==> config.mk <==
export PLATFORM = sky130hd
export DESIGN_NAME = text_selection_hit_test_top
export DESIGN_NICKNAME = d
export VERILOG_FILES = /design/src/hw/rtl/txsel_pkg.sv /design/src/hw/rtl/text_selection_hit_test_top.sv
export SDC_FILE = /design/constraint.sdc
export NUM_CORES = 1
export LEC_CHECK = 0
export ABC_AREA = 0
export BUFFER_PORTS_ARGS = -buffer_cell sky130_fd_sc_hd__clkbuf_2
export CAP_MARGIN = 20
export CORE_AREA = 2 2 192 119
export DETAILED_ROUTE_END_ITERATION = 8
export DIE_AREA = 0 0 194 121
export GPL_TIMING_DRIVEN = 0
export HOLD_SLACK_MARGIN = 0.05
export PLACE_DENSITY = 0.59
export SLEW_MARGIN = 25
export SYNTH_ARGS = -nofsm -noshare
export SYNTH_HDL_FRONTEND = slang
export SYNTH_SLANG_ARGS = --single-unit
==> constraint.sdc <==
create_clock -name clk -period 7.75 [get_ports clk]
set_input_delay 0.775 -clock clk [delete_from_list [all_inputs] [get_ports clk]]
set_output_delay 0.775 -clock clk [all_outputs]
set_load 0.01 [all_outputs]
==> src/hw/rtl/txsel_pkg.sv <==
// Shared constants, widths and register codes for the text selection hit test.
package txsel_pkg;

    localparam int MAX_ROWS = 4096;
    localparam int MAX_COLS = 256;

    localparam int ROW_W      = 12;
    localparam int COL_W      = 8;
    localparam int CPP_W      = 9;
    localparam int RCNT_W     = 13;
    localparam int FLAG_W     = 3;
    localparam int CFG_IDX_W  = 3;
    localparam int CFG_DATA_W = 13;

    // widths of the saturated page sizes
    localparam int RC_W = $clog2(MAX_ROWS + 1);
    localparam int CP_W = $clog2(MAX_COLS + 1);

    // working widths for row and column arithmetic
    localparam int RW = (RC_W > ROW_W + 1) ? RC_W : ROW_W + 1;
    localparam int CW = (CP_W > COL_W + 1) ? CP_W : COL_W + 1;

    localparam logic [CPP_W-1:0]  COLS_RESET = CPP_W'(80);
    localparam logic [RCNT_W-1:0] ROWS_RESET = RCNT_W'(24);

    localparam int FLAG_START_LEFT = 0;
    localparam int FLAG_END_LEFT   = 1;
    localparam int FLAG_BLOCK      = 2;

    typedef enum logic [CFG_IDX_W-1:0] {
        CFG_START_ROW     = 3'd0,
        CFG_START_COL     = 3'd1,
        CFG_END_ROW       = 3'd2,
        CFG_END_COL       = 3'd3,
        CFG_MARK_FLAGS    = 3'd4,
        CFG_COLS_PER_PAGE = 3'd5,
        CFG_ROW_COUNT     = 3'd6
    } cfg_reg_t;

endpackage

==> src/hw/rtl/text_selection_hit_test_top.sv <==
// A result beat appears in the cycle after its input beat is accepted.
// Throughput: one cell per cycle; the whole test is one compare stage that feeds
// the result register, and input ready drops only while that register is stalled.
// Reset: selection registers return to their defaults (80 columns, 24 rows,
// marks and flags zero) and the result register is emptied.
module text_selection_hit_test_top (
    input  logic                                clk,
    input  logic                                rst_n,
    input  logic                                in_valid,
    output logic                                in_ready,
    input  logic [txsel_pkg::ROW_W-1:0]         cell_row,
    input  logic [txsel_pkg::COL_W-1:0]         cell_col,
    output logic                                out_valid,
    input  logic                                out_ready,
    output logic                                selected,
    input  logic                                cfg_valid,
    output logic                                cfg_ready,
    input  logic [txsel_pkg::CFG_IDX_W-1:0]     cfg_index,
    input  logic [txsel_pkg::CFG_DATA_W-1:0]    cfg_data
);

    localparam int RW = txsel_pkg::RW;
    localparam int CW = txsel_pkg::CW;

    logic [txsel_pkg::ROW_W-1:0]  start_row_reg;
    logic [txsel_pkg::COL_W-1:0]  start_col_reg;
    logic [txsel_pkg::ROW_W-1:0]  end_row_reg;
    logic [txsel_pkg::COL_W-1:0]  end_col_reg;
    logic [txsel_pkg::FLAG_W-1:0] mark_flags_reg;
    logic [txsel_pkg::CPP_W-1:0]  cols_per_page_reg;
    logic [txsel_pkg::RCNT_W-1:0] row_count_reg;

    logic out_valid_reg;
    logic selected_reg;
    logic selected_next;

    logic in_fire;
    logic cfg_fire;

    logic blk;
    logic sel_empty;
    logic [txsel_pkg::CP_W-1:0] cpp_c;
    logic [txsel_pkg::RC_W-1:0] rc_c;
    logic [CW-1:0] cpp_w;
    logic [RW-1:0] rc_w;

    logic [txsel_pkg::ROW_W-1:0] a_r, b_r;
    logic [txsel_pkg::COL_W-1:0] a_c, b_c, x_c, y_c;
    logic a_l, b_l, x_l, y_l;
    logic [RW-1:0] r1, r2, row_w;
    logic [CW-1:0] c1, c2, col_w;
    logic start_ok, end_ok;

    assign cfg_ready = 1'b1;
    assign cfg_fire  = cfg_valid && cfg_ready;
    assign in_ready  = !out_valid_reg || out_ready;
    assign in_fire   = in_valid && in_ready;
    assign out_valid = out_valid_reg;
    assign selected  = selected_reg;

    always_ff @(posedge clk or negedge rst_n)
    begin
        if (!rst_n)
        begin
            start_row_reg     <= '0;
            start_col_reg     <= '0;
            end_row_reg       <= '0;
            end_col_reg       <= '0;
            mark_flags_reg    <= '0;
            cols_per_page_reg <= txsel_pkg::COLS_RESET;
            row_count_reg     <= txsel_pkg::ROWS_RESET;
        end
        else if (cfg_fire)
        begin
            unique case (cfg_index)
                txsel_pkg::CFG_START_ROW:
                    start_row_reg <= cfg_data[txsel_pkg::ROW_W-1:0];
                txsel_pkg::CFG_START_COL:
                    start_col_reg <= cfg_data[txsel_pkg::COL_W-1:0];
                txsel_pkg::CFG_END_ROW:
                    end_row_reg <= cfg_data[txsel_pkg::ROW_W-1:0];
                txsel_pkg::CFG_END_COL:
                    end_col_reg <= cfg_data[txsel_pkg::COL_W-1:0];
                txsel_pkg::CFG_MARK_FLAGS:
                    mark_flags_reg <= cfg_data[txsel_pkg::FLAG_W-1:0];
                txsel_pkg::CFG_COLS_PER_PAGE:
                    cols_per_page_reg <= cfg_data[txsel_pkg::CPP_W-1:0];
                txsel_pkg::CFG_ROW_COUNT:
                    row_count_reg <= cfg_data[txsel_pkg::RCNT_W-1:0];
                default:
                    ;
            endcase
        end
    end

    // saturate page sizes into their legal ranges
    always_comb
    begin
        if (cols_per_page_reg == '0)
            cpp_c = txsel_pkg::CP_W'(1);
        else if (32'(cols_per_page_reg) > 32'(txsel_pkg::MAX_COLS))
            cpp_c = txsel_pkg::CP_W'(txsel_pkg::MAX_COLS);
        else
            cpp_c = txsel_pkg::CP_W'(cols_per_page_reg);

        if (row_count_reg == '0)
            rc_c = txsel_pkg::RC_W'(1);
        else if (32'(row_count_reg) > 32'(txsel_pkg::MAX_ROWS))
            rc_c = txsel_pkg::RC_W'(txsel_pkg::MAX_ROWS);
        else
            rc_c = txsel_pkg::RC_W'(row_count_reg);
    end

    assign cpp_w = CW'(cpp_c);
    assign rc_w  = RW'(rc_c);
    assign blk   = mark_flags_reg[txsel_pkg::FLAG_BLOCK];

    // block mode ignores rows when deciding the selection is empty
    assign sel_empty = (start_col_reg == end_col_reg)
                    && (mark_flags_reg[txsel_pkg::FLAG_START_LEFT]
                        == mark_flags_reg[txsel_pkg::FLAG_END_LEFT])
                    && (blk || (start_row_reg == end_row_reg));

    always_comb
    begin
        // order the marks by row
        if (start_row_reg > end_row_reg)
        begin
            a_r = end_row_reg;
            a_c = end_col_reg;
            a_l = mark_flags_reg[txsel_pkg::FLAG_END_LEFT];
            b_r = start_row_reg;
            b_c = start_col_reg;
            b_l = mark_flags_reg[txsel_pkg::FLAG_START_LEFT];
        end
        else
        begin
            a_r = start_row_reg;
            a_c = start_col_reg;
            a_l = mark_flags_reg[txsel_pkg::FLAG_START_LEFT];
            b_r = end_row_reg;
            b_c = end_col_reg;
            b_l = mark_flags_reg[txsel_pkg::FLAG_END_LEFT];
        end

        // order columns in block mode or on a single row; rows stay put
        x_c = a_c;
        y_c = b_c;
        x_l = a_l;
        y_l = b_l;
        if ((a_r == b_r || blk) && a_c >= b_c)
        begin
            if (a_c > b_c)
            begin
                x_c = b_c;
                y_c = a_c;
                x_l = b_l;
                y_l = a_l;
            end
            else if (!a_l && b_l)
            begin
                x_l = 1'b1;
                y_l = 1'b0;
            end
        end

        // right-half start moves forward one cell, wrapping to the next row
        start_ok = 1'b1;
        r1 = RW'(a_r);
        c1 = CW'(x_c);
        if (!x_l)
        begin
            if (CW'(x_c) < cpp_w - CW'(1))
                c1 = CW'(x_c) + CW'(1);
            else if (RW'(a_r) < rc_w - RW'(1))
            begin
                r1 = RW'(a_r) + RW'(1);
                c1 = '0;
            end
            else
                start_ok = 1'b0;
        end

        // left-half end moves back one cell, wrapping to the previous row
        end_ok = 1'b1;
        r2 = RW'(b_r);
        c2 = CW'(y_c);
        if (y_l)
        begin
            if (y_c != '0)
                c2 = CW'(y_c) - CW'(1);
            else if (b_r != '0)
            begin
                r2 = RW'(b_r) - RW'(1);
                c2 = cpp_w - CW'(1);
            end
            else
                end_ok = 1'b0;
        end
    end

    assign row_w = RW'(cell_row);
    assign col_w = CW'(cell_col);

    always_comb
    begin
        if (sel_empty || !start_ok || !end_ok || row_w < r1 || row_w > r2)
            selected_next = 1'b0;
        else if (blk || r1 == r2)
            selected_next = (col_w >= c1) && (col_w <= c2);
        else if (row_w == r1)
            selected_next = (col_w >= c1);
        else if (row_w == r2)
            selected_next = (col_w <= c2);
        else
            selected_next = 1'b1;
    end

    always_ff @(posedge clk or negedge rst_n)
    begin
        if (!rst_n)
            out_valid_reg <= 1'b0;
        else if (in_fire)
            out_valid_reg <= 1'b1;
        else if (out_ready)
            out_valid_reg <= 1'b0;
    end

    always_ff @(posedge clk)
    begin
        if (in_fire)
            selected_reg <= selected_next;
    end

    // every accepted beat yields a result beat on the next cycle
    a_fire_gives_result: assert property (@(posedge clk) disable iff (!rst_n)
        in_fire |=> out_valid)
        else $error("accepted beat produced no result");

    // input stalls only behind a held result
    a_stall_reason: assert property (@(posedge clk) disable iff (!rst_n)
        !in_ready |-> (out_valid_reg && !out_ready))
        else $error("input stalled without a held result");

    // an empty selection never reports a hit
    a_empty_no_hit: assert property (@(posedge clk) disable iff (!rst_n)
        (in_fire && sel_empty) |=> !selected)
        else $error("hit reported for empty selection");

    // a cell outside the row span is never selected
    a_row_span: assert property (@(posedge clk) disable iff (!rst_n)
        (in_fire && (row_w < r1 || row_w > r2)) |=> !selected)
        else $error("hit reported outside selected rows");

endmodule

==> summary.txt <==
Outcome
  • Status: complete, no violations

Synth
  • Top post-synthesis cells by area: dfrtp_1 21%, ha_1 13%, mux2_2 7.9%, mux2i_1 5.9%, nand2_1 4.1%
  • Post-synth EDFFs: 1
  • Syn nets: 1,004
  • Synth warn: 0
  • Average size of a mapped cell: around 8.4 um2
  • Netlist Area Pre-Place: 7450 um2
  • Area leader, netlist: dfrtp_1
  • Async SR Flop Fraction: between 90 and 100%
  • Synth Register Bits: 67
  • Fraction of post-synthesis cell area in the top cell type by area: between 20% and 30%
  • Cell variety after synth: 79
  • Cells after Synth: 884
  • Seq/Total Area, Yosys: 22.6%
  • Top_reg_cell synth: dfrtp_1

Route
  • Final wirelength: 25.6 mm
  • Detail Route Antenna Nets: 0
  • 1st-pass router iterations: 5
  • DR vias/cell: 5.73
  • Drt wl/cell: 19.8 um
  • Residual DRC count: 0
  • DRT iter0 DRCs: 925
  • Via Count: 7,405

Floorplanning
  • # IOs: 45
  • Initial Utilization: 34.4%
  • Die Y-Extent: 121 um
  • Die width: 194 um
  • Row Count: between 40 and 50
  • Total die area: 23,500 um2
  • CORE AREA: 21,700 um2

Power and ir drop
  • Switching Share: ~49%
  • Switching power: 0.00177 W
  • Reg power frac: 15.6%
  • P per Cell Area: 384 nW/um2
  • Total power draw: about 0.0036 W
  • Leakage: between 3 and 4 nW
  • Clock power frac: 10.2%
  • VDD IR max: 0.000166 V
  • P_int: 0.00185 W
  • Gate power share: 74.2%

Critical path
  • Critical path class: reg -> reg
  • Worst stage delay on the critical path: 0.56 ns
  • Arrival time worst endpoint: 7.67 ns
  • CP max-delay cell: or4_4
  • Critical path peak fanout: 10
  • Endpoint class of the critical path: flop
  • Crit path max-delay family: compound AO/OA/AOI/OAI gates
  • Most frequent cell on the critical path: o21a_1
  • Crit start category: flop
  • WP data required: between 7 and 8 ns
  • Worst path buffer plus inverter count: 6

GRT
  • Vias in the first global route: 6,467
  • GRT Residual Overflow: 0
  • Global route hottest layer: met1
  • Met3 Usage GRT: 4.45%
  • GR Layer Usage met2: 24.8%
  • Met1 usage: 36.9%
  • First-pass GRT wire length: 38.4 mm
  • GRT Overall Usage: between 20% and 30%
  • Initial antenna violation count: 0
  • Pin count of the biggest net entering global routing: 38

Timing
  • Least-Margin Pin Slew: approximately 0.9 ns
  • Fin Clk Skew: 0.00564 ns
  • Hold Vio Cnt, Final: 0
  • Final critical-path share of the clock period: 97.5%
  • Normalized max-slew margin: 39.6%
  • Fmax: 132 MHz
  • Final Setup Violations: 0
  • Final WS setup: 0.196 ns
  • Max Slew Vio Count: 0
  • Setup TNS: 0 ns
  • Minimum clock period: 7.55 ns

Placement
  • Post-DP HPWL: 20.1 mm
  • Dpl ws: -1.50 ns
  • Gpl congestion: 0.921
  • Placed Area: 8040 um2
  • Port Buffers: 41

Clocking
  • CTS tree: yes
  • Clk_lat worst skew: 0.33 ns
  • H-tree depth: 3
  • CTS Buffer Depth: 2
  • CTS root buffer: clkbuf_16
  • Reg clk slew, reported paths: approximately 0.06 ns
  • TritonCTS sink count: 67
  • CTS Buf Count: 9
  • CTS Hold Bufs: 0

Layout
  • Antenna Cells: 0
  • Nets@finish: about 1,100
  • Commonest non-fill, non-tap cells in the layout: 79 x nand2_1, 68 x buf_4, 67 x ha_1
  • Fin area: 9440 um2
  • Reg area: 1710 um2
  • Syn-to-layout area delta: 26.6%
  • Commonest non-fill, non-tap cell in the layout: nand2_1
  • Fill count: 2,148
  • Largest register FFs: 13
  • Area occupied by multi-input gates: 6010 um2
  • Ratio of cells with drive above 1 in the final layout: 30.2%
  • Post-Route Utilization: 43.6%

Worst hold path
  • HP Class: in -> async

Job
  • Max_cap viols: 0
-- worst paths after layout --
path                            cells past startpoint                         start                          endpoint  slack (ns)
max in group asynchronous                           2                         rst_n  cols_per_page_reg[6]$_DFFE_PN1P_        6.72
worst min-delay path                                1                         rst_n      row_count_reg[9]$_DFFE_PN0P_        0.41
worst max register to register                     37  start_row_reg[6]$_DFFE_PN0P_            selected$_SDFFCE_PP0P_        0.20
worst min register to register                      2         out_valid$_DFFE_PN0P_             out_valid$_DFFE_PN0P_        0.53
worst max-delay path                               37  start_row_reg[6]$_DFFE_PN0P_            selected$_SDFFCE_PP0P_        0.20
min in group clk                                    2         out_valid$_DFFE_PN0P_             out_valid$_DFFE_PN0P_        0.53
-- layer usage --
metal / up-vias / wire (um) / part of all wire (%)
li1: 3516 / - / -
met4: 0 / 221 / 0.86
met3: 25 / 2860 / 11
met2: 349 / 8990 / 35
met5: - / 0 / 0
met1: 3515 / 13500 / 53
-- power groups by stage --
| stage | clock network, W | registers (W) | logic [W] |
|---|---|---|---|
| 2_1_floorplan | 0 | 0.000507 | 0.00152 |
| 3_3_place_gp | 0 | 0.000563 | 0.00200 |
| 3_5_place_dp | 0 | 0.000566 | 0.00204 |
| 4_1_cts | 0.000372 | 0.000563 | 0.00229 |
| 5_1_grt | 0.000390 | 0.000576 | 0.00291 |
| 6_report | 0.000369 | 0.000565 | 0.00268 |
-- per-stage QoR --
step                      std cells  hold slack [ns]
after CTS                      1253            0.428
after floorplan                 884            0.479
after global placement         1211            0.514
after global routing           1293            0.441
final                          1293            0.413
after detailed placement       1212            0.524
-- cell usage after synthesis, types with 8 or more instances --
cell type / number
nand3_1: 30
clkbuf_1: 18
or3_1: 10
o21ai_0: 51
a31oi_1: 8
a21oi_1: 33
ha_1: 79
nand2b_1: 21
nor2b_1: 23
inv_1: 45
xnor2_1: 31
xor2_1: 15
nor3_1: 30
mux2i_1: 44
nor2_1: 56
mux2_2: 52
o21a_1: 21
nand4_1: 18
dfrtp_1: 62
nand2_1: 82
nor4_1: 19
-- kinds of logic after synthesis --
group / after synthesis / share of synthesized area (%)
simple gates: 326 / 22.6
compound gates: 192 / 17.4
mux: 97 / 14.1
fa+ha+maj: 80 / 13.4
buf+inv: 73 / 3.81
flops: 67 / 22.6
xor+xnor: 48 / 6.03
other cells: 1 / 0.0503
-- final cells by class --
class	instances	area share, %
clock buffer	9	2.39
clock inverter	7	0.477
buffer	23	1.63
multi-input combinational	744	63.7
inverter	46	1.83
timing repair buffer	111	8.07
sequential	67	18.1
tap	286	3.79
-- worst register-to-register path: cells and delay by family, from the launching register on --
kind,cells,cell delay [ns]
AO/OA/AOI/OAI,17,3.02
adder cells (fa/ha/maj),3,0.80
buffers and inverters,6,0.86
flip-flops,1,0.43
multiplexers,1,0.36
AND/OR/NAND/NOR,10,1.86
-- timing repair --
item / CTS / global route
resized for setup: 75 / 74
buffers inserted: 28 / 41
endpoints found under the setup margin: 1 / 1
pin swaps: 11 / 34
(Power assumes the default switching activity.)
